==> config.mk <==
export PLATFORM = sky130hd
export DESIGN_NAME = bat_section_field_parser_flat
export DESIGN_NICKNAME = d
export VERILOG_FILES = /design/src/rtl/bsfp_pkg.sv /design/src/rtl/bsfp_if.sv /design/src/rtl/bat_section_field_parser.sv /design/src/rtl/bsfp_in_stage.sv /design/src/rtl/bsfp_core.sv /design/src/flat_wrapper.sv
export SDC_FILE = /design/constraint.sdc
export NUM_CORES = 1
export LEC_CHECK = 0
export BUFFER_PORTS_ARGS = -buffer_cell sky130_fd_sc_hd__buf_2
export CAP_MARGIN = 15
export CORE_AREA = 2 2 150 152
export DETAILED_ROUTE_END_ITERATION = 8
export DIE_AREA = 0 0 152 154
export GPL_ROUTABILITY_DRIVEN = 0
export GPL_TIMING_DRIVEN = 0
export PLACE_DENSITY = 0.78
export SYNTH_ARGS = -nofsm -noshare
export SYNTH_HDL_FRONTEND = slang
export SYNTH_HIERARCHICAL = 1
export SYNTH_SLANG_ARGS = --single-unit
==> constraint.sdc <==
create_clock -name i_clk -period 9.3 [get_ports i_clk]
set_clock_uncertainty 0.1 [all_clocks]
set_input_delay 1.86 -clock i_clk [delete_from_list [all_inputs] [get_ports i_clk]]
set_output_delay 1.86 -clock i_clk [all_outputs]
set_load 0.1 [all_outputs]
==> src/rtl/bsfp_pkg.sv <==
// Shared types and constants of the bouquet association table section parser.
// No dependencies; compiled before the interfaces and modules.
`default_nettype none

package bsfp_pkg;

    localparam int BYTE_W  = 8;
    localparam int KIND_W  = 3;
    localparam int LEN_W   = 12;
    localparam int ID_W    = 16;
    localparam int VER_W   = 5;
    localparam int WORD_W  = 32;

    // Record kinds on the output channel
    typedef enum logic [KIND_W-1:0] {
        KIND_HEADER     = 3'd0,
        KIND_BQ_DESC    = 3'd1,
        KIND_ENTRY      = 3'd2,
        KIND_ENTRY_DESC = 3'd3,
        KIND_END        = 3'd4
    } t_kind;

    // Input beat held in the input register
    typedef struct packed {
        logic              valid;
        logic [BYTE_W-1:0] data;
        logic              start;
    } t_beat;

    // One result record
    typedef struct packed {
        t_kind             kind;
        logic [BYTE_W-1:0] tbl_id;
        logic [LEN_W-1:0]  sec_length;
        logic [ID_W-1:0]   bouquet_id;
        logic [VER_W-1:0]  ver_num;
        logic              current_next;
        logic [BYTE_W-1:0] sec_num;
        logic [BYTE_W-1:0] last_sec_num;
        logic [LEN_W-1:0]  descriptor_length;
        logic [ID_W-1:0]   stream_id;
        logic [ID_W-1:0]   network_id;
        logic [WORD_W-1:0] payload;
    } t_rec;

endpackage

`default_nettype wire

==> src/rtl/bsfp_if.sv <==
// Valid/ready channel interfaces: section bytes in, parsed records out.
// Depends on bsfp_pkg for field widths.
`default_nettype none

interface bsfp_in_if;
    logic                           valid;
    logic                           ready;
    logic [bsfp_pkg::BYTE_W-1:0]    section_byte;
    logic                           section_start;

    modport source (output valid, output section_byte, output section_start, input ready);
    modport sink   (input valid, input section_byte, input section_start, output ready);
    modport mon    (input valid, input section_byte, input section_start, input ready);
endinterface

interface bsfp_out_if;
    logic                           valid;
    logic                           ready;
    logic [bsfp_pkg::KIND_W-1:0]    record_kind;
    logic [bsfp_pkg::BYTE_W-1:0]    tbl_id;
    logic [bsfp_pkg::LEN_W-1:0]     sec_length;
    logic [bsfp_pkg::ID_W-1:0]      bouquet_id;
    logic [bsfp_pkg::VER_W-1:0]     ver_num;
    logic                           current_next;
    logic [bsfp_pkg::BYTE_W-1:0]    sec_num;
    logic [bsfp_pkg::BYTE_W-1:0]    last_sec_num;
    logic [bsfp_pkg::LEN_W-1:0]     descriptor_length;
    logic [bsfp_pkg::ID_W-1:0]      stream_id;
    logic [bsfp_pkg::ID_W-1:0]      network_id;
    logic [bsfp_pkg::WORD_W-1:0]    payload;

    modport source (
        output valid, output record_kind, output tbl_id, output sec_length,
        output bouquet_id, output ver_num, output current_next,
        output sec_num, output last_sec_num, output descriptor_length,
        output stream_id, output network_id, output payload, input ready
    );
    modport sink (
        input valid, input record_kind, input tbl_id, input sec_length,
        input bouquet_id, input ver_num, input current_next,
        input sec_num, input last_sec_num, input descriptor_length,
        input stream_id, input network_id, input payload, output ready
    );
    modport mon (
        input valid, input record_kind, input tbl_id, input sec_length,
        input bouquet_id, input ver_num, input current_next,
        input sec_num, input last_sec_num, input descriptor_length,
        input stream_id, input network_id, input payload, input ready
    );
endinterface

`default_nettype wire

==> src/rtl/bat_section_field_parser.sv <==
// Bouquet association table section parser. Section bytes enter one per beat, a start
// flag marking the table id byte; records leave on a valid/ready channel: a header record
// on byte 9, one record per bouquet descriptor byte, one per 6-byte transport stream entry,
// one per entry descriptor byte, and an end record carrying the (unchecked) CRC_32 on the
// last byte. Throughput is one byte per clock unless the output stalls. A byte's record
// passes the input register, then the result register fed by the single-pass walker.
// A stalled output holds the result register and backs up through the input register.
// Depends on bsfp_pkg, bsfp_if, bsfp_in_stage and bsfp_core.
`default_nettype none

module bat_section_field_parser (
    input  logic        i_clk,
    input  logic        i_rst_n,
    bsfp_in_if.sink     i_sec,
    bsfp_out_if.source  o_rec
);
    import bsfp_pkg::*;

    t_beat w_beat;
    logic  w_take;
    logic  w_rec_valid;
    t_rec  w_rec;

    bsfp_in_stage u_in_stage (
        .i_clk   (i_clk),
        .i_rst_n (i_rst_n),
        .i_sec   (i_sec),
        .i_take  (w_take),
        .o_beat  (w_beat)
    );

    bsfp_core u_core (
        .i_clk       (i_clk),
        .i_rst_n     (i_rst_n),
        .i_beat      (w_beat),
        .o_take      (w_take),
        .o_rec_valid (w_rec_valid),
        .i_rec_ready (o_rec.ready),
        .o_rec       (w_rec)
    );

    // Drive the record channel
    assign o_rec.valid             = w_rec_valid;
    assign o_rec.record_kind       = w_rec.kind;
    assign o_rec.tbl_id            = w_rec.tbl_id;
    assign o_rec.sec_length        = w_rec.sec_length;
    assign o_rec.bouquet_id        = w_rec.bouquet_id;
    assign o_rec.ver_num           = w_rec.ver_num;
    assign o_rec.current_next      = w_rec.current_next;
    assign o_rec.sec_num           = w_rec.sec_num;
    assign o_rec.last_sec_num      = w_rec.last_sec_num;
    assign o_rec.descriptor_length = w_rec.descriptor_length;
    assign o_rec.stream_id         = w_rec.stream_id;
    assign o_rec.network_id        = w_rec.network_id;
    assign o_rec.payload           = w_rec.payload;

endmodule

`default_nettype wire

==> src/rtl/bsfp_in_stage.sv <==
// Input register of the section parser: captures one section byte per beat.
// Depends on bsfp_pkg and bsfp_in_if.
`default_nettype none

module bsfp_in_stage (
    input  logic            i_clk,
    input  logic            i_rst_n,
    bsfp_in_if.sink         i_sec,
    input  logic            i_take,
    output bsfp_pkg::t_beat o_beat
);
    import bsfp_pkg::*;

    logic              r_valid;
    logic [BYTE_W-1:0] r_data;
    logic              r_start;

    // Take a new beat when empty or when the held beat moves on this cycle
    assign i_sec.ready = !r_valid || i_take;

    // Hold the beat-valid flag
    always_ff @(posedge i_clk) begin
        if (!i_rst_n) begin
            r_valid <= 1'b0;
        end else if (i_sec.valid && i_sec.ready) begin
            r_valid <= 1'b1;
        end else if (i_take) begin
            r_valid <= 1'b0;
        end
    end

    // Capture the beat payload
    always_ff @(posedge i_clk) begin
        if (i_sec.valid && i_sec.ready) begin
            r_data  <= i_sec.section_byte;
            r_start <= i_sec.section_start;
        end
    end

    assign o_beat = '{valid: r_valid, data: r_data, start: r_start};

endmodule

`default_nettype wire

==> src/rtl/bsfp_core.sv <==
// Section walker of the parser: phase machine, header/entry/crc capture and
// the result register. Depends on bsfp_pkg.
`default_nettype none

module bsfp_core (
    input  logic            i_clk,
    input  logic            i_rst_n,
    input  bsfp_pkg::t_beat i_beat,
    output logic            o_take,
    output logic            o_rec_valid,
    input  logic            i_rec_ready,
    output bsfp_pkg::t_rec  o_rec
);
    import bsfp_pkg::*;

    // Byte index runs to section length + 2, so it needs one bit more than the 12-bit length
    localparam int POS_W = LEN_W + 1;
    localparam int CNT_W = 3;
    localparam int ENT_W = 48;

    localparam logic [3:0] POS_TABLE_ID   = 4'd0;
    localparam logic [3:0] POS_SEC_LEN_HI = 4'd1;
    localparam logic [3:0] POS_SEC_LEN_LO = 4'd2;
    localparam logic [3:0] POS_BQ_ID_HI   = 4'd3;
    localparam logic [3:0] POS_BQ_ID_LO   = 4'd4;
    localparam logic [3:0] POS_VERSION    = 4'd5;
    localparam logic [3:0] POS_SEC_NUM    = 4'd6;
    localparam logic [3:0] POS_LAST_NUM   = 4'd7;
    localparam logic [3:0] POS_BQ_LEN_HI  = 4'd8;
    localparam logic [3:0] POS_BQ_LEN_LO  = 4'd9;

    localparam logic [LEN_W-1:0] MIN_SEC_LEN    = 12'd11;
    localparam logic [CNT_W-1:0] LOOP_LEN_BYTES = 3'd2;
    localparam logic [CNT_W-1:0] ENTRY_BYTES    = 3'd6;

    typedef enum logic [2:0] {
        PH_IDLE,
        PH_HEADER,
        PH_BQ_DESC,
        PH_LOOPLEN,
        PH_ENTRY,
        PH_ENTRY_DESC,
        PH_DONE
    } t_phase;

    // Control state
    t_phase             r_phase,  n_phase;
    logic [POS_W-1:0]   r_pos,    n_pos;
    logic [LEN_W-1:0]   r_rem,    n_rem;
    logic [CNT_W-1:0]   r_cnt,    n_cnt;
    logic               r_rec_valid;

    // Header, entry and crc capture
    logic [BYTE_W-1:0]  r_table_id,   n_table_id;
    logic [LEN_W-1:0]   r_sec_len,    n_sec_len;
    logic [ID_W-1:0]    r_bouquet_id, n_bouquet_id;
    logic [VER_W-1:0]   r_version,    n_version;
    logic               r_cur_next,   n_cur_next;
    logic [BYTE_W-1:0]  r_sec_num,    n_sec_num;
    logic [BYTE_W-1:0]  r_last_num,   n_last_num;
    logic [LEN_W-1:0]   r_bq_len,     n_bq_len;
    logic [ENT_W-1:0]   r_entry,      n_entry;
    logic [WORD_W-1:0]  r_crc,        n_crc;
    t_rec               r_rec,        n_rec;

    logic               n_emit;
    logic               w_work;
    logic               w_active;
    logic [POS_W-1:0]   w_len;
    logic [BYTE_W-1:0]  w_byte;
    t_kind              w_kind;
    logic [LEN_W-1:0]   w_dlen;
    logic [ID_W-1:0]    w_sid;
    logic [ID_W-1:0]    w_nid;
    logic [WORD_W-1:0]  w_payload;

    // Move the held beat when the result register is free or being drained
    assign o_take = !r_rec_valid || i_rec_ready;
    assign w_work = o_take && i_beat.valid;
    assign w_byte = i_beat.data;
    assign w_len  = {1'b0, r_sec_len};

    // Walk the section one byte
    always_comb begin
        n_phase      = r_phase;
        n_pos        = r_pos;
        n_rem        = r_rem;
        n_cnt        = r_cnt;
        n_table_id   = r_table_id;
        n_sec_len    = r_sec_len;
        n_bouquet_id = r_bouquet_id;
        n_version    = r_version;
        n_cur_next   = r_cur_next;
        n_sec_num    = r_sec_num;
        n_last_num   = r_last_num;
        n_bq_len     = r_bq_len;
        n_entry      = r_entry;
        n_crc        = r_crc;
        n_emit       = 1'b0;
        w_active     = 1'b0;
        w_kind       = KIND_HEADER;
        w_dlen       = '0;
        w_sid        = '0;
        w_nid        = '0;
        w_payload    = '0;

        // Restart on a start beat, otherwise advance inside a live section
        if (i_beat.start) begin
            n_phase  = PH_HEADER;
            n_pos    = '0;
            n_rem    = '0;
            n_cnt    = '0;
            w_active = 1'b1;
        end else if (r_phase != PH_IDLE && r_phase != PH_DONE) begin
            n_pos    = r_pos + POS_W'(1);
            w_active = 1'b1;
        end

        if (w_active) begin
            if (n_phase == PH_HEADER) begin
                // Capture header bytes by position
                unique case (n_pos[3:0])
                    POS_TABLE_ID:   n_table_id          = w_byte;
                    POS_SEC_LEN_HI: n_sec_len[11:8]     = w_byte[3:0];
                    POS_SEC_LEN_LO: n_sec_len[7:0]      = w_byte;
                    POS_BQ_ID_HI:   n_bouquet_id[15:8]  = w_byte;
                    POS_BQ_ID_LO:   n_bouquet_id[7:0]   = w_byte;
                    POS_VERSION: begin
                        n_version  = w_byte[5:1];
                        n_cur_next = w_byte[0];
                    end
                    POS_SEC_NUM:    n_sec_num           = w_byte;
                    POS_LAST_NUM:   n_last_num          = w_byte;
                    POS_BQ_LEN_HI:  n_bq_len[11:8]      = w_byte[3:0];
                    POS_BQ_LEN_LO:  n_bq_len[7:0]       = w_byte;
                    default: ;
                endcase
                // Header complete: pick the body phase and emit the header
                if (n_pos == POS_W'(POS_BQ_LEN_LO)) begin
                    n_rem = n_bq_len;
                    n_cnt = '0;
                    if (r_sec_len < MIN_SEC_LEN) begin
                        n_phase = PH_DONE;
                    end else if (n_bq_len != '0) begin
                        n_phase = PH_BQ_DESC;
                    end else begin
                        n_phase = PH_LOOPLEN;
                    end
                    n_emit = 1'b1;
                    w_kind = KIND_HEADER;
                    w_dlen = n_bq_len;
                end
            end else if (n_pos >= w_len - POS_W'(1)) begin
                // Last four bytes: shift into the crc word only
                n_crc = {r_crc[WORD_W-BYTE_W-1:0], w_byte};
                if (n_pos == w_len + POS_W'(2)) begin
                    n_phase   = PH_DONE;
                    n_emit    = 1'b1;
                    w_kind    = KIND_END;
                    w_payload = n_crc;
                end
            end else begin
                unique case (r_phase)
                    PH_BQ_DESC: begin
                        n_rem = r_rem - LEN_W'(1);
                        if (n_rem == '0) begin
                            n_phase = PH_LOOPLEN;
                            n_cnt   = '0;
                        end
                        n_emit    = 1'b1;
                        w_kind    = KIND_BQ_DESC;
                        w_dlen    = r_bq_len;
                        w_payload = WORD_W'(w_byte);
                    end
                    PH_LOOPLEN: begin
                        // Drop the two loop-length bytes
                        n_cnt = r_cnt + CNT_W'(1);
                        if (n_cnt >= LOOP_LEN_BYTES) begin
                            n_phase = PH_ENTRY;
                            n_cnt   = '0;
                        end
                    end
                    PH_ENTRY: begin
                        n_entry = {r_entry[ENT_W-BYTE_W-1:0], w_byte};
                        n_cnt   = r_cnt + CNT_W'(1);
                        if (n_cnt == ENTRY_BYTES) begin
                            n_cnt   = '0;
                            n_rem   = n_entry[LEN_W-1:0];
                            n_phase = (n_entry[LEN_W-1:0] != '0) ? PH_ENTRY_DESC : PH_ENTRY;
                            n_emit  = 1'b1;
                            w_kind  = KIND_ENTRY;
                            w_dlen  = n_entry[LEN_W-1:0];
                            w_sid   = n_entry[47:32];
                            w_nid   = n_entry[31:16];
                        end
                    end
                    PH_ENTRY_DESC: begin
                        n_rem = r_rem - LEN_W'(1);
                        if (n_rem == '0) begin
                            n_phase = PH_ENTRY;
                            n_cnt   = '0;
                        end
                        n_emit    = 1'b1;
                        w_kind    = KIND_ENTRY_DESC;
                        w_dlen    = r_entry[LEN_W-1:0];
                        w_sid     = r_entry[47:32];
                        w_nid     = r_entry[31:16];
                        w_payload = WORD_W'(w_byte);
                    end
                    default: ;
                endcase
            end
        end

        // Assemble the record with the current header values
        n_rec.kind              = w_kind;
        n_rec.tbl_id            = n_table_id;
        n_rec.sec_length        = n_sec_len;
        n_rec.bouquet_id        = n_bouquet_id;
        n_rec.ver_num           = n_version;
        n_rec.current_next      = n_cur_next;
        n_rec.sec_num           = n_sec_num;
        n_rec.last_sec_num      = n_last_num;
        n_rec.descriptor_length = w_dlen;
        n_rec.stream_id         = w_sid;
        n_rec.network_id        = w_nid;
        n_rec.payload           = w_payload;
    end

    // Hold phase, counters, captured fields and the result register
    always_ff @(posedge i_clk) begin
        if (!i_rst_n) begin
            r_phase     <= PH_IDLE;
            r_pos       <= '0;
            r_rem       <= '0;
            r_cnt       <= '0;
            r_rec_valid <= 1'b0;
        end else if (w_work) begin
            r_phase     <= n_phase;
            r_pos       <= n_pos;
            r_rem       <= n_rem;
            r_cnt       <= n_cnt;
            r_rec_valid <= n_emit;
        end else if (o_take) begin
            r_rec_valid <= 1'b0;
        end
        if (w_work) begin
            r_table_id   <= n_table_id;
            r_sec_len    <= n_sec_len;
            r_bouquet_id <= n_bouquet_id;
            r_version    <= n_version;
            r_cur_next   <= n_cur_next;
            r_sec_num    <= n_sec_num;
            r_last_num   <= n_last_num;
            r_bq_len     <= n_bq_len;
            r_entry      <= n_entry;
            r_crc        <= n_crc;
            r_rec        <= n_rec;
        end
    end

    assign o_rec_valid = r_rec_valid;
    assign o_rec       = r_rec;

endmodule

`default_nettype wire

==> src/flat_wrapper.sv <==
// flat-port wrapper written by rule: the top's interface ports become plain ports
module bat_section_field_parser_flat import bsfp_pkg::*;
  (i_clk, i_rst_n, i_sec_valid, i_sec_section_byte, i_sec_section_start, i_sec_ready, o_rec_valid, o_rec_record_kind, o_rec_tbl_id, o_rec_sec_length, o_rec_bouquet_id, o_rec_ver_num, o_rec_current_next, o_rec_sec_num, o_rec_last_sec_num, o_rec_descriptor_length, o_rec_stream_id, o_rec_network_id, o_rec_payload, o_rec_ready);
  bsfp_in_if i_sec_i ();
  bsfp_out_if o_rec_i ();
  input  logic i_clk;
  input  logic i_rst_n;
  input wire logic [$bits(i_sec_i.valid)-1:0] i_sec_valid;
  input wire logic [$bits(i_sec_i.section_byte)-1:0] i_sec_section_byte;
  input wire logic [$bits(i_sec_i.section_start)-1:0] i_sec_section_start;
  output wire logic [$bits(i_sec_i.ready)-1:0] i_sec_ready;
  output wire logic [$bits(o_rec_i.valid)-1:0] o_rec_valid;
  output wire logic [$bits(o_rec_i.record_kind)-1:0] o_rec_record_kind;
  output wire logic [$bits(o_rec_i.tbl_id)-1:0] o_rec_tbl_id;
  output wire logic [$bits(o_rec_i.sec_length)-1:0] o_rec_sec_length;
  output wire logic [$bits(o_rec_i.bouquet_id)-1:0] o_rec_bouquet_id;
  output wire logic [$bits(o_rec_i.ver_num)-1:0] o_rec_ver_num;
  output wire logic [$bits(o_rec_i.current_next)-1:0] o_rec_current_next;
  output wire logic [$bits(o_rec_i.sec_num)-1:0] o_rec_sec_num;
  output wire logic [$bits(o_rec_i.last_sec_num)-1:0] o_rec_last_sec_num;
  output wire logic [$bits(o_rec_i.descriptor_length)-1:0] o_rec_descriptor_length;
  output wire logic [$bits(o_rec_i.stream_id)-1:0] o_rec_stream_id;
  output wire logic [$bits(o_rec_i.network_id)-1:0] o_rec_network_id;
  output wire logic [$bits(o_rec_i.payload)-1:0] o_rec_payload;
  input wire logic [$bits(o_rec_i.ready)-1:0] o_rec_ready;
  assign i_sec_i.valid = i_sec_valid;
  assign i_sec_i.section_byte = i_sec_section_byte;
  assign i_sec_i.section_start = i_sec_section_start;
  assign i_sec_ready = i_sec_i.ready;
  assign o_rec_valid = o_rec_i.valid;
  assign o_rec_record_kind = o_rec_i.record_kind;
  assign o_rec_tbl_id = o_rec_i.tbl_id;
  assign o_rec_sec_length = o_rec_i.sec_length;
  assign o_rec_bouquet_id = o_rec_i.bouquet_id;
  assign o_rec_ver_num = o_rec_i.ver_num;
  assign o_rec_current_next = o_rec_i.current_next;
  assign o_rec_sec_num = o_rec_i.sec_num;
  assign o_rec_last_sec_num = o_rec_i.last_sec_num;
  assign o_rec_descriptor_length = o_rec_i.descriptor_length;
  assign o_rec_stream_id = o_rec_i.stream_id;
  assign o_rec_network_id = o_rec_i.network_id;
  assign o_rec_payload = o_rec_i.payload;
  assign o_rec_i.ready = o_rec_ready;
  bat_section_field_parser u_core (.i_clk(i_clk), .i_rst_n(i_rst_n), .i_sec(i_sec_i), .o_rec(o_rec_i));
endmodule
Yosys cells after proc, flatten, opt, wreduce, memory -nomap -nowiden
Index checks and enable logic that the tools add are counted.
- $lt $le $gt $ge: 3
- reductions and logical operators: 28
- multiplexer cells: 89
- add/sub/neg operators: 5
- bitwise logic cells: 3
- equal/unequal tests: 18
- operators by type and width (kind ; number):
    12-bit 2-to-1 mux ; 12
    8-bit 2-to-1 mux ; 16
    16-bit 2-to-1 mux ; 4
    32-bit 2-to-1 mux ; 2
    16-bit one-hot mux with 2 select lines ; 2
    3-bit 2-to-1 mux ; 21
    12-bit one-hot mux with 3 select lines ; 1
    4-bit AND reduction ; 9
    13-bit 2-to-1 mux ; 2
    12-bit one-hot mux with 2 select lines ; 1
    12-bit nonzero test ; 2
    4-bit by 3-bit == test with 1-bit output, second input constant ; 4
    1-bit 2-to-1 mux ; 16
    4-bit 2-to-1 mux ; 4
    5-bit 2-to-1 mux ; 3
    12-bit by 2-bit adder with 13-bit output, second input constant ; 1
    13-bit by 1-bit adder with 13-bit output, second input constant ; 1
    13-bit == test ; 1
    13-bit by 4-bit == test with 1-bit output, second input constant ; 1
    13-bit >= comparator ; 1
    12-bit by 1-bit subtractor with 13-bit output, second input constant ; 1
    12-bit zero test ; 1
    12-bit by 4-bit < comparator with 1-bit output, second input constant ; 1
    3-bit one-hot mux with 4 select lines ; 1
    25 further kinds ; 38
- output and inout bits: 139
- bits of input ports: 13
- logic and storage cells: 171
- register bits: 263

Logic depth before layout (Yosys ltp)
Gate-level depths: netlist of the first run.
- depth after elaboration: 14
- depth in mapped cells: 17
- mapped depth without buffers: 16

By module
Netlist of the first run, hierarchy kept.
- modules (own cells, without submodules) (module ; area each (um^2) ; times used ; cells an instance ; sequential area each (um^2)):
    bsfp_core ; 11489.8 ; 1 ; 944 ; 7277.0
    bsfp_in_stage ; 342.8 ; 1 ; 16 ; 290.3

Least setup slack after synthesis of the first run
OpenSTA, ideal clock, no wires.
- path type: reg-to-reg
- start: register, netlist name u_core/u_core/o_rec[115]
- end: register u_core.u_core.r_entry[0] (enable)
- data required time: 8.687 ns
- slack: 1.761 ns
- arrival time: 6.927 ns
- clock period less this slack: 7.539 ns
- stages on the path, launching flop included: 17
- path buffers: 2
- setup time: 0.513 ns
- cells stage by stage: edfxtp_1 > inv_1 > ha_1 > inv_1 > or3_1 > nor2_1 > xnor2_1 > ha_1 > and3_1 > a211oi_1 > maj3_1 > o21ai_1 > a21o_1 > buf_2 > or3_1 > clkbuf_1 > nor3_1
- RTL lines (element ; RTL line ; source):
    to (signal assigned) ; bsfp_core.sv:256 ; r_entry <= n_entry;
    to (decl) ; bsfp_core.sv:62 ; logic [ENT_W-1:0] r_entry, n_entry;

Worst setup path after layout of the first run
- start: register u_core.u_core.r_pos[0]
- end: register u_core.u_core.r_entry[33] (enable)
- word-level cells in the longest chain between the ends: 6
- RTL lines (element ; RTL line ; source):
    from (decl) ; bsfp_core.sv:48 ; logic [POS_W-1:0] r_pos, n_pos;
    from (signal assigned) ; bsfp_core.sv:240 ; r_pos <= n_pos;
    13-bit by 1-bit adder with 13-bit output ; bsfp_core.sv:115 ; n_pos = r_pos + POS_W'(1);
    13-bit 2-to-1 mux ; bsfp_core.sv:114 ; end else if (r_phase != PH_IDLE && r_phase != PH_DONE) begin
    13-bit 2-to-1 mux ; bsfp_core.sv:108 ; if (i_beat.start) begin
    net u_core.u_core.n_pos[2] ; bsfp_core.sv:48 ;
    13-bit >= comparator ; bsfp_core.sv:153 ; end else if (n_pos >= w_len - POS_W'(1)) begin
    1-bit inverter (no source line) ; -- ;
    5-bit AND reduction (no source line) ; -- ;
The timed path passes the listed nets, and every way through them passes these cells.
A chain may end at the register's enable or synchronous reset.

==> impl_metrics.csv, run 1 <==
group,metric,value,unit
outcome,outcome,"finished, final reports clean",
drt,vias_per_cell,6.22,
drt,route.detailed.drc,0,
clocking,clockBufferDepth,3,
timing,rsz0062_at_grt,"no",
power_and_ir_drop,switching_share,0.247,
synthesis,yosys.area.top_type_share,0.584,
setup_path,crit_arrival,5.45,ns
timing,relSlewSlack,0.168,
synthesis,synth_cells,960,
clocking,clock_tree.root_cell,"clkbuf_16",
timing,worst-slew-pin-transition,1.24,ns
drt,drt_first_pass_iters,9,
timing,final-setup-viol-count,0,
finish,seqCellArea,7570,sq um
die,pin_count,152,
clocking,clock-sinks,263,
finish,drive_gt1_frac,0.207,
finish,fill_cells,1603,
setup_path,crit_slowest_cell,"dfxtp_1",
setup_path,critPathBufInv,5,
drt,drt_iter0_drc,1120,
grt,antenna_found_initial,1,
setup_path,crit_chain,"ha_1, nor2b_1, o21ai_0, a21oi_1, ha_1, a21oi_1, o21ai_0, a211oi_1, maj3_1, o21ai_1, a21o_1, buf_2, or3_1, clkbuf_1, nor3_2, buf_6, buf_8, buf_6",
clocking,post-cts-setup-buffers,0,
synthesis,syn-num-nets,993,
die,die_x,152,um
job,cap_violations,0,
timing,period_minus_slack,5.32,ns
min_path,hp-class,"register to register",
power_and_ir_drop,p_switching,0.635,mW
timing,tns,0,ns
drt,drt_wl_total,30.4,mm
timing,hold_violations,0,
synthesis,avgSynthCellArea,12.3,sq um
drt,dr_total_vias,8980,
setup_path,path_max_fanout,14,
die,core.rowCount,54,
placement,detailed_place_hpwl,20.7,mm
synthesis,synth-edff-count,230,
synthesis,syn_area,11800,sq um
clocking,htree_levels,1,
power_and_ir_drop,p_clk_frac,0.405,
power_and_ir_drop,power_density,185,nW/um^2
die,die_h,154,um
power_and_ir_drop,comb_power_share,0.079,
timing,maxSlewViolCount,0,
setup_path,setup.worst_path.end_class,"register",
grt,grt_pass1_vias,8418,
power_and_ir_drop,pwr-share-seq,0.516,
clocking,cts_made_buffers,26,
synthesis,seq_area_frac_synth,0.640,
synthesis,ys_ff_latch,263,
synthesis,ys_types,80,
setup_path,cp_top_family,"compound AO/OA/AOI/OAI gates",
timing,min_period_over_period,0.572,
clocking,clkLatencyLatePin,0.54,ns
die,core-area,21700,sq um
synthesis,synth.top_cells.by_area,"edfxtp_1, dfxtp_1, nor2_1, nand2_1, a22oi_1",
synthesis,synth_ff_type,"edfxtp_1",
grt,grt_pass1_wl,47.4,mm
clocking,cts-hold-fix-buffers,0,
clocking,cts_tree,"built",
synthesis,async_flop_share,0,
power_and_ir_drop,finalPower,2.57,mW
synthesis,synth.largest_area_cell,"edfxtp_1",
placement,postPlaceCellArea,13100,sq um
setup_path,max_stage_delay,0.49,ns
drt,drtAntennaViolNets,0,
grt,grt_max_degree,73,
finish,multi_input_area,3950,sq um
finish,final_area,13900,sq um
setup_path,path_class,"register to register",
finish,fin_nets,1178,
grt,track_usage,0.254,
power_and_ir_drop,p_leak,4.76,nW
synthesis,synth.most_common_cell,"edfxtp_1",
placement,portBuffers,151,
timing,max_freq,0.188,GHz
setup_path,start_kind,"register",
die,start_util,0.546,
setup_path,worstPathRequired,9.43,ns
clocking,post_cts_resized,0,
synthesis,ys_top_cells_by_count,"edfxtp_1, nor2_1, nand2_1",
power_and_ir_drop,p_int,1.93,mW
finish,syn2layout_area_growth,17.5,%
grt,grt_overflow,0,
clocking,cts.reportedPaths.clkPinSlew,0.07,ns
die,dieArea,23400,sq um
power_and_ir_drop,vdd_drop_max,0.122,mV
synthesis,yosysWarningCount,6,
drt,routedWlPerCell,21.1,um
placed cells by master, fill, tap and decap left out, types with 7 or more instances in the layout:
cell type	count
nand3_1	18
nor4_1	9
nor2b_1	10
ha_1	20
and3_1	9
clkinv_2	7
a222oi_1	14
edfxtp_1	230
inv_1	20
mux2i_1	7
clkbuf_1	40
xnor2_1	27
xor2_1	10
and2_1	35
a31oi_1	10
a22oi_1	35
clkbuf_16	26
nor2_1	98
mux2_2	11
nor3_1	25
buf_2	156
o211ai_1	7
nand4_1	8
a21oi_1	41
dfxtp_1	33
or3_1	9
nand2_1	73
o21ai_0	41
kinds of logic (layout without fill, tap and decap cells):
kind of cell	Yosys count	in the layout	share of synthesized area
AOI/OAI and AO/OA	215	215	0.127
adders and majority gates	21	21	0.0220
buffers and inverters	76	279	0.0273
other	0	1	0
and+or+nand+nor	328	328	0.138
DFF	263	263	0.640
muxes	18	18	0.0164
xor gates and xnor gates	39	39	0.0301
path summary, 6_finish.rpt:
check / cells after the start / from / slack [ns] / endpoint
max: 18 / u_core/u_core/r_pos[0] / 3.98 / u_core/u_core/r_entry[33]
max reg2reg: 18 / u_core/u_core/r_pos[0] / 3.98 / u_core/u_core/r_entry[33]
min reg2reg: 0 / u_core/u_core/r_crc[10] / 0.34 / u_core/u_core/r_crc[18]
min: 0 / u_core/u_core/r_crc[10] / 0.34 / u_core/u_core/r_crc[18]
stage by stage:
step | cells | hold WS, ns | setup WS (ns) | util
final | 1444 | 0.341 | 3.98 | 0.641
after global placement | 1391 | 0.320 | 0.317 | 0.597
after floorplan | 960 | 0.317 | 1.76 | -
after global routing | 1444 | 0.354 | 3.65 | 0.641
after CTS | 1443 | 0.342 | 4.11 | 0.641
after detailed placement | 1397 | 0.326 | 4.25 | 0.602
worst register-to-register path, cell delays in order (launching register included):
cell and delay, ns:
dfxtp_1 0.49, ha_1 0.38, nor2b_1 0.18, o21ai_0 0.13, a21oi_1 0.48, ha_1 0.34, a21oi_1 0.14, o21ai_0 0.10
a211oi_1 0.30, maj3_1 0.24, o21ai_1 0.07, a21o_1 0.24, buf_2 0.21, or3_1 0.40, clkbuf_1 0.34, nor3_2 0.29
buf_6 0.22, buf_8 0.17, buf_6 0.19
sequential cells by signal, summed over array words and instances (netlist names):
signal / flops
u_core/u_core/r_bq_len: 12
u_core/u_in_stage/r_start: 1
u_core/u_core/r_cnt: 3
u_core/u_in_stage/r_data: 8
u_core/u_core/r_pos: 13
u_core/u_core/o_rec_valid: 1
u_core/u_core/r_phase: 3
u_core/u_core/o_rec: 137
u_core/u_in_stage/r_valid: 1
u_core/u_core/r_entry: 48
u_core/u_core/r_rem: 12
u_core/u_core/r_crc: 24
final cells by class:
class / instances / share of cell area
flip-flops and latches: 263 / 0.544
multi-input cells: 621 / 0.284
repair buffers: 157 / 0.0618
clock buffers: 28 / 0.0473
well taps: 280 / 0.0252
plain buffers: 54 / 0.0175
clock inverters: 18 / 0.0138
inverters: 22 / 0.00594
diodes: 1 / 0.000180
layer usage:
layer / GRT usage / vias to the layer above / wire [um] / share of wire
met4: 0.0948 / 0 / 1000 / 0.033
met3: 0.0417 / 87 / 2750 / 0.090
li1: - / 4009 / - / -
met5: 0 / - / 0 / 0
met1: 0.342 / 4348 / 12000 / 0.39
met2: 0.418 / 536 / 14700 / 0.48
power groups by stage:
stage          sequential (mW)  combinational [mW]  clock (mW)
2_1_floorplan             1.44              0.0562           0
3_3_place_gp              1.35               0.195           0
3_5_place_dp              1.35               0.199           0
4_1_cts                   1.32               0.200        1.06
5_1_grt                   1.33               0.210        1.10
6_report                  1.32               0.203        1.04
Note: power is estimated with default switching activity, not from simulation.
==> inputs of run 2 (changes only) <==
--- a/config.mk
+++ b/config.mk
@@ -7,12 +7,12 @@
 export LEC_CHECK = 0
 export BUFFER_PORTS_ARGS = -buffer_cell sky130_fd_sc_hd__buf_2
 export CAP_MARGIN = 15
-export CORE_AREA = 2 2 150 152
+export CORE_AREA = 2 2 154 156
 export DETAILED_ROUTE_END_ITERATION = 8
-export DIE_AREA = 0 0 152 154
+export DIE_AREA = 0 0 156 158
 export GPL_ROUTABILITY_DRIVEN = 0
 export GPL_TIMING_DRIVEN = 0
-export PLACE_DENSITY = 0.78
+export PLACE_DENSITY = 0.77
 export SYNTH_ARGS = -nofsm -noshare
 export SYNTH_HDL_FRONTEND = slang
 export SYNTH_HIERARCHICAL = 1
==> constraint.sdc (replaced) <==
create_clock -name i_clk -period 4.6 [get_ports i_clk]
set_clock_uncertainty 0.1 [all_clocks]
set_input_delay 0.92 -clock i_clk [delete_from_list [all_inputs] [get_ports i_clk]]
set_output_delay 0.92 -clock i_clk [all_outputs]
set_load 0.1 [all_outputs]
==> run 2 against run 1 <==
  * Sequential power rose by 100%
  * Non-clock buffer count rose by 5
  * Sequential share of layout area decreased by 0.62 points
  * Fmax grew 19%
  * Largest cell class unchanged
  * Largest power group unchanged
  * Clock power increased by 96%
  * Hold slack barely moved
  * Wire length decreased by 4.1%
  * Global-route usage decreased by 2.5 points
==> impl_metrics.csv, run 2 (same netlist as run 1, synthesis figures left out) <==
group,metric,value,unit
timing,final-setup-viol-count,0,
finish,syn2layout_area_growth,18.9,%
timing,worst-slew-pin-transition,1.18,ns
setup_path,setup.worst_path.end_class,"register",
clocking,clkLatencyLatePin,0.53,ns
power_and_ir_drop,power_density,365,nW/um^2
power_and_ir_drop,switching_share,0.246,
placement,detailed_place_hpwl,20.0,mm
clocking,htree_levels,1,
clocking,cts_tree,"built",
clocking,cts.reportedPaths.clkPinSlew,0.06,ns
power_and_ir_drop,p_leak,4.80,nW
timing,min_period_over_period,0.969,
min_path,hp-class,"register to register",
drt,routedWlPerCell,20.0,um
die,die_h,158,um
setup_path,max_stage_delay,0.41,ns
die,core.rowCount,56,
grt,grt_max_degree,71,
drt,drt_wl_total,29.2,mm
grt,grt_overflow,0,
drt,drt_first_pass_iters,8,
die,core-area,23100,sq um
drt,drt_iter0_drc,1053,
setup_path,start_kind,"register",
grt,track_usage,0.229,
die,start_util,0.513,
finish,largest_register_ffs,137,
placement,portBuffers,151,
power_and_ir_drop,pwr-share-seq,0.522,
clocking,clock-sinks,263,
placement,pre_cts_ws,-0.659,ns
die,dieArea,24600,sq um
finish,drive_gt1_frac,0.226,
timing,max_freq,0.224,GHz
timing,period_minus_slack,4.46,ns
finish,fin_nets,1182,
finish,fill_cells,1749,
clocking,clock_tree.root_cell,"clkbuf_16",
power_and_ir_drop,vdd_drop_max,0.310,mV
drt,dr_total_vias,8784,
timing,setup_slack,0.140,ns
power_and_ir_drop,p_switching,1.26,mW
timing,maxSlewViolCount,0,
power_and_ir_drop,p_clk_frac,0.398,
drt,route.detailed.drc,0,
setup_path,path_max_fanout,23,
grt,grt_pass1_vias,7953,
power_and_ir_drop,p_int,3.87,mW
grt,antenna_found_initial,1,
job,cap_violations,0,
setup_path,worstPathRequired,4.74,ns
clocking,clockBufferDepth,3,
grt,grt_pass1_wl,43.8,mm
die,die_x,156,um
finish,layout_common_cells,"edfxtp_1, buf_2, nor2_1, nand2_1, o21ai_0",
timing,relSlewSlack,0.210,
power_and_ir_drop,comb_power_share,0.081,
drt,drtAntennaViolNets,0,
drt,vias_per_cell,6.02,
setup_path,crit_slowest_cell,"or3_4",
finish,fin_util,0.610,
setup_path,crit_arrival,4.60,ns
outcome,outcome,"finished, final reports clean",
finish,mostFrequentLayoutCell,"edfxtp_1",
setup_path,path_class,"register to register",
timing,hold_violations,0,
setup_path,crit_chain,"buf_4, xnor2_4, a31oi_2, a21oi_2, ha_1, a21oi_1, o21ai_0, a211oi_2, maj3_2, o21ai_1, a21o_1, buf_6, or3_4, clkbuf_8, nor3_4, buf_8, buf_16",
die,pin_count,152,
clocking,cts_made_buffers,25,
## run 2: changes by cell type in the layout (fill, tap and decap cells not counted), sizes merged
cell	change
clkinv	+3
clkinvlp	-2
buf	+6
clkbuf	-2
## run 2: worst paths after layout
kind | end | start | slack (ns) | cells past startpoint
min reg2reg | u_core/u_core/r_crc[16] | u_core/u_core/r_crc[8] | 0.34 | 0
max | u_core/u_core/r_entry[42] | u_core/u_core/r_phase[1] | 0.14 | 17
max reg2reg | u_core/u_core/r_entry[42] | u_core/u_core/r_phase[1] | 0.14 | 17
min | u_core/u_core/r_crc[16] | u_core/u_core/r_crc[8] | 0.34 | 0
## run 2: power by group through the flow
stage	Clock, mW	Sequential (mW)	Combinational (mW)
final	2.04	2.68	0.415
after global routing	2.17	2.68	0.430
after CTS	2.07	2.68	0.405
after detailed placement	0	2.73	0.404
after global placement	0	2.73	0.398
after floorplan	0	2.92	0.115
## run 2: what timing repair did
item | 4_1_cts | 5_1_grt
cloned | 0 | 0
setup endpoints to repair | 56 | 93
buffers inserted | 2 | 5
pin swaps | 2 | 2
hold buffers | 0 | 0
gates resized for setup | 1 | 22
## run 2: worst max-delay path, delay by kind of cell, from the launching register on
family / cells / cell delay, ns
compound gates: 7 / 1.34
simple gates: 2 / 0.64
buf+inv: 5 / 0.90
xor+xnor: 1 / 0.34
fa+ha+maj: 2 / 0.50
flops: 1 / 0.36
## run 2: through the flow
stage	hold slack (ns)	power [mW]	TNS [ns]	std cells	area, sq um
2_1_floorplan	0.317	3.03	-30.41	960	11900
3_3_place_gp	0.319	3.13	-161.55	1401	13000
3_5_place_dp	0.326	3.13	-24.63	1405	13100
4_1_cts	0.339	5.15	0	1453	13900
5_1_grt	0.348	5.28	-1.04	1459	14100
6_report	0.341	5.13	0	1459	14100
## run 2: metal layers
layer,GRT usage,share of wire
met1,0.310,0.40
met2,0.381,0.47
met3,0.0372,0.097
met4,0.0747,0.032
met5,0,0
## run 2: final cells by class
type | count | area, sq um | area share
inverters | 22 | 86.3 | 0.00614
clock buffers | 27 | 633 | 0.0450
plain buffers | 52 | 256 | 0.0182
repair buffers | 164 | 903 | 0.0642
multi-input cells | 621 | 4070 | 0.289
clock inverters | 19 | 183 | 0.0130
diodes | 1 | 2.50 | 0.000178
well taps | 290 | 363 | 0.0258
flip-flops and latches | 263 | 7570 | 0.538
==> inputs of run 3 (changes only) <==
--- a/config.mk
+++ b/config.mk
@@ -7,13 +7,13 @@
 export LEC_CHECK = 0
 export BUFFER_PORTS_ARGS = -buffer_cell sky130_fd_sc_hd__buf_2
 export CAP_MARGIN = 15
-export CORE_AREA = 2 2 154 156
+export CORE_AREA = 2 2 155 157
+export CTS_CLUSTER_SIZE = 10
 export DETAILED_ROUTE_END_ITERATION = 8
-export DIE_AREA = 0 0 156 158
+export DIE_AREA = 0 0 157 159
 export GPL_ROUTABILITY_DRIVEN = 0
 export GPL_TIMING_DRIVEN = 0
 export PLACE_DENSITY = 0.77
 export SYNTH_ARGS = -nofsm -noshare
 export SYNTH_HDL_FRONTEND = slang
-export SYNTH_HIERARCHICAL = 1
 export SYNTH_SLANG_ARGS = --single-unit
==> run 3 against run 2 <==
  * Global-route usage grew 0.17 points
  * Hold slack lost 0.0016 ns
  * Wire length grew 0.62%
  * Non-clock buffer count shrank 6
  * Power grew 2.6%
  * Area after synthesis grew 0.77%
  * Fmax grew 1.5%
  * First-iteration DRC count shrank 4.0%
  * Largest cell class unchanged
  * Highest routed layer unchanged
  * Critical endpoint is now u_core.u_core.o_rec[55]
  * Sequential power is essentially flat
  * Sequential share of layout area shrank 0.72 points
==> impl_metrics.csv, run 3 <==
group,metric,value,unit
drt,wl_met2,13.6,mm
timing,relSlewSlack,0.351,
timing,min_period_over_period,0.955,
synthesis,synth.most_common_cell,"edfxtp_1",
finish,fill_cells,1778,
power_and_ir_drop,vdd_drop_max,0.307,mV
synthesis,async_flop_share,0,
clocking,cts_made_buffers,31,
timing,max_freq,0.228,GHz
finish,seqCellArea,7570,sq um
grt,grt_pass1_wl,45.2,mm
clocking,clock-sinks,263,
drt,vias_per_cell,5.82,
min_path,holdPathStages,0,
placement,dp_cells,1421,
clocking,cts-hold-fix-buffers,0,
die,pin_count,152,
clocking,clkLatencyLatePin,0.55,ns
drt,route.detailed.drc,0,
setup_path,worstPathRequired,4.79,ns
finish,largest_register_ffs,137,
setup_path,reg2reg_depth,17,
drt,drt_iter0_drc,1011,
setup_path,critPathBufInv,3,
grt,grt_max_degree,59,
setup_path,reg2reg_setup_slack,0.21,ns
setup_path,crit_chain,"inv_2, ha_4, nor3b_4, nand2_1, or2_4, nor4_2, xnor2_1, ha_1, o21ai_1, a311oi_1, nor3_1, a311oi_2, o21bai_2, clkbuf_4, or3_1, buf_2, nor2_1",
min_path,hold_end,"u_core.u_core.r_crc[20]",
synthesis,syn-num-nets,981,
timing,holdWs,0.339,ns
finish,fin_nets,1175,
setup_path,crit_arrival,4.58,ns
die,dieArea,25000,sq um
placement,portBuffers,151,
timing,tns,0,ns
synthesis,ys_top_cells_by_count,"edfxtp_1, nor2_1, nand2_1",
timing,hold_violations,0,
die,core-area,23200,sq um
grt,grt_pass1_vias,8078,
setup_path,path_class,"register to register",
synthesis,yosys.area.top_type_share,0.579,
timing,period_minus_slack,4.39,ns
drt,top_layer,"met4",
finish,n_antenna_cell,0,
drt,drt_first_pass_iters,6,
drt,drt_wl_total,29.4,mm
synthesis,yosysWarningCount,0,
grt,grt_overflow,0,
finish,layout_common_cells,"edfxtp_1, buf_2, nor2_1, nand2_1, clkbuf_1",
finish,fin_util,0.615,
setup_path,cp_top_family,"simple AND/OR/NAND/NOR gates",
setup_path,max_stage_delay,0.52,ns
drt,drt-met1-wl,12.3,mm
min_path,hold_start,"u_core.u_core.r_crc[12]",
grt,antenna_found_initial,0,
timing,worst-slew-pin-transition,0.964,ns
synthesis,synth.top_cells.by_area,"edfxtp_1, dfxtp_1, nor2_1, a22oi_1, nand2_1",
outcome,outcome,"finished, final reports clean",
finish,syn2layout_area_growth,19.6,%
grt,track_usage,0.231,
synthesis,synth.largest_area_cell,"edfxtp_1",
synthesis,synth-edff-count,230,
setup_path,regToRegEndpoint,"u_core.u_core.o_rec[55]",
power_and_ir_drop,finalPower,5.27,mW
drt,met3_wirelength,2.50,mm
synthesis,synth_cells,948,
clocking,clockBufferDepth,3,
drt,routedWlPerCell,19.8,um
synthesis,seq_area_frac_synth,0.635,
setup_path,start_kind,"register",
power_and_ir_drop,power_density,369,nW/um^2
drt,dr_total_vias,8649,
clocking,htree_levels,1,
die,die_x,157,um
min_path,hp-class,"register to register",
timing,final-setup-viol-count,0,
setup_path,crit_slowest_cell,"edfxtp_1",
placement,detailed_place_hpwl,20.0,mm
clocking,cts_tree,"built",
clocking,clock_tree.root_cell,"clkbuf_16",
setup_path,startpoint,"u_core.u_core.o_rec[115]",
die,die_h,159,um
synthesis,ys_types,88,
synthesis,synth_ff_type,"edfxtp_1",
clocking,cts.reportedPaths.clkPinSlew,0.05,ns
synthesis,avgSynthCellArea,12.6,sq um
synthesis,syn_area,11900,sq um
drt,drtAntennaViolNets,0,
finish,mostFrequentLayoutCell,"edfxtp_1",
die,core.rowCount,56,
setup_path,setup.worst_path.end_class,"register",
synthesis,ys_ff_latch,263,
finish,drive_gt1_frac,0.238,
job,cap_violations,0,
finish,multi_input_area,4190,sq um
setup_path,r2r-start,"u_core.u_core.o_rec[115]",
setup_path,path_max_fanout,10,
timing,maxSlewViolCount,0,
power_and_ir_drop,p_leak,4.98,nW
finish,stdcell_count,1486,
die,start_util,0.514,
-- run 3: cell types whose count changed after synthesis, sizes merged, moves of 7 or more --
cell,change
or3,-7
nor2b,+10
a21oi,-15
a21boi,+11
nor2,-12
-- run 3: final cells by class --
cell class	count	area share
timing repair buffer	163	0.0633
clock inverter	5	0.00228
clock buffer	53	0.0602
inverter	20	0.00570
multi-input combinational	616	0.293
sequential	263	0.531
buffer	47	0.0162
tap	319	0.0280
-- run 3: worst max path at each step --
stage | endpoint | depth (start not counted)
2_1_floorplan | u_core.u_core.r_entry[0] | 18
3_3_place_gp | u_core.u_core.r_entry[40] | 16
3_5_place_dp | u_core.u_core.r_entry[0] | 18
4_1_cts | u_core.u_core.r_entry[16] | 18
5_1_grt | u_core.u_core.r_entry[14] | 16
6_report | u_core.u_core.o_rec[55] | 17
-- run 3: metrics by stage --
stage | area [sq um] | worst slack [ns]
finish | 14300 | 0.205
floorplan | 12000 | -0.452
global route | 14300 | -0.00778
CTS | 14200 | 0.00867
global placement | 13200 | -1.13
detailed placement | 13200 | -0.635
-- run 3: power breakdown --
group          switching, mW  internal (mW)
Sequential            0.0514           2.63
Combinational          0.337         0.0848
Clock                  0.910           1.26
-- run 3: cells by family (layout without fill, tap and decap cells) --
kind of cell,count (synthesis),after routing,share of synthesized area
buffers and inverters,70,288,0.0240
muxes,25,25,0.0234
AOI/OAI and AO/OA,202,202,0.124
and+or+nand+nor,332,333,0.145
adders and majority gates,20,20,0.0210
xor gates and xnor gates,36,36,0.0277
DFF,263,263,0.635
-- run 3: layer usage --
metal  global-route usage  vias up
met5                    0        -
met4               0.0780        0
met3               0.0367       77
met2                0.365      438
met1                0.325     4132
li1                     -     4002
-- run 3: timing repair --
| item | CTS | global route |
|---|---|---|
| resized for setup | 4 | 10 |
| pin swaps | 3 | 2 |
| setup endpoints to repair | 89 | 156 |
| buffers inserted | 4 | 4 |
| endpoints found under the hold margin | 0 | 0 |
| cloned | 1 | 0 |
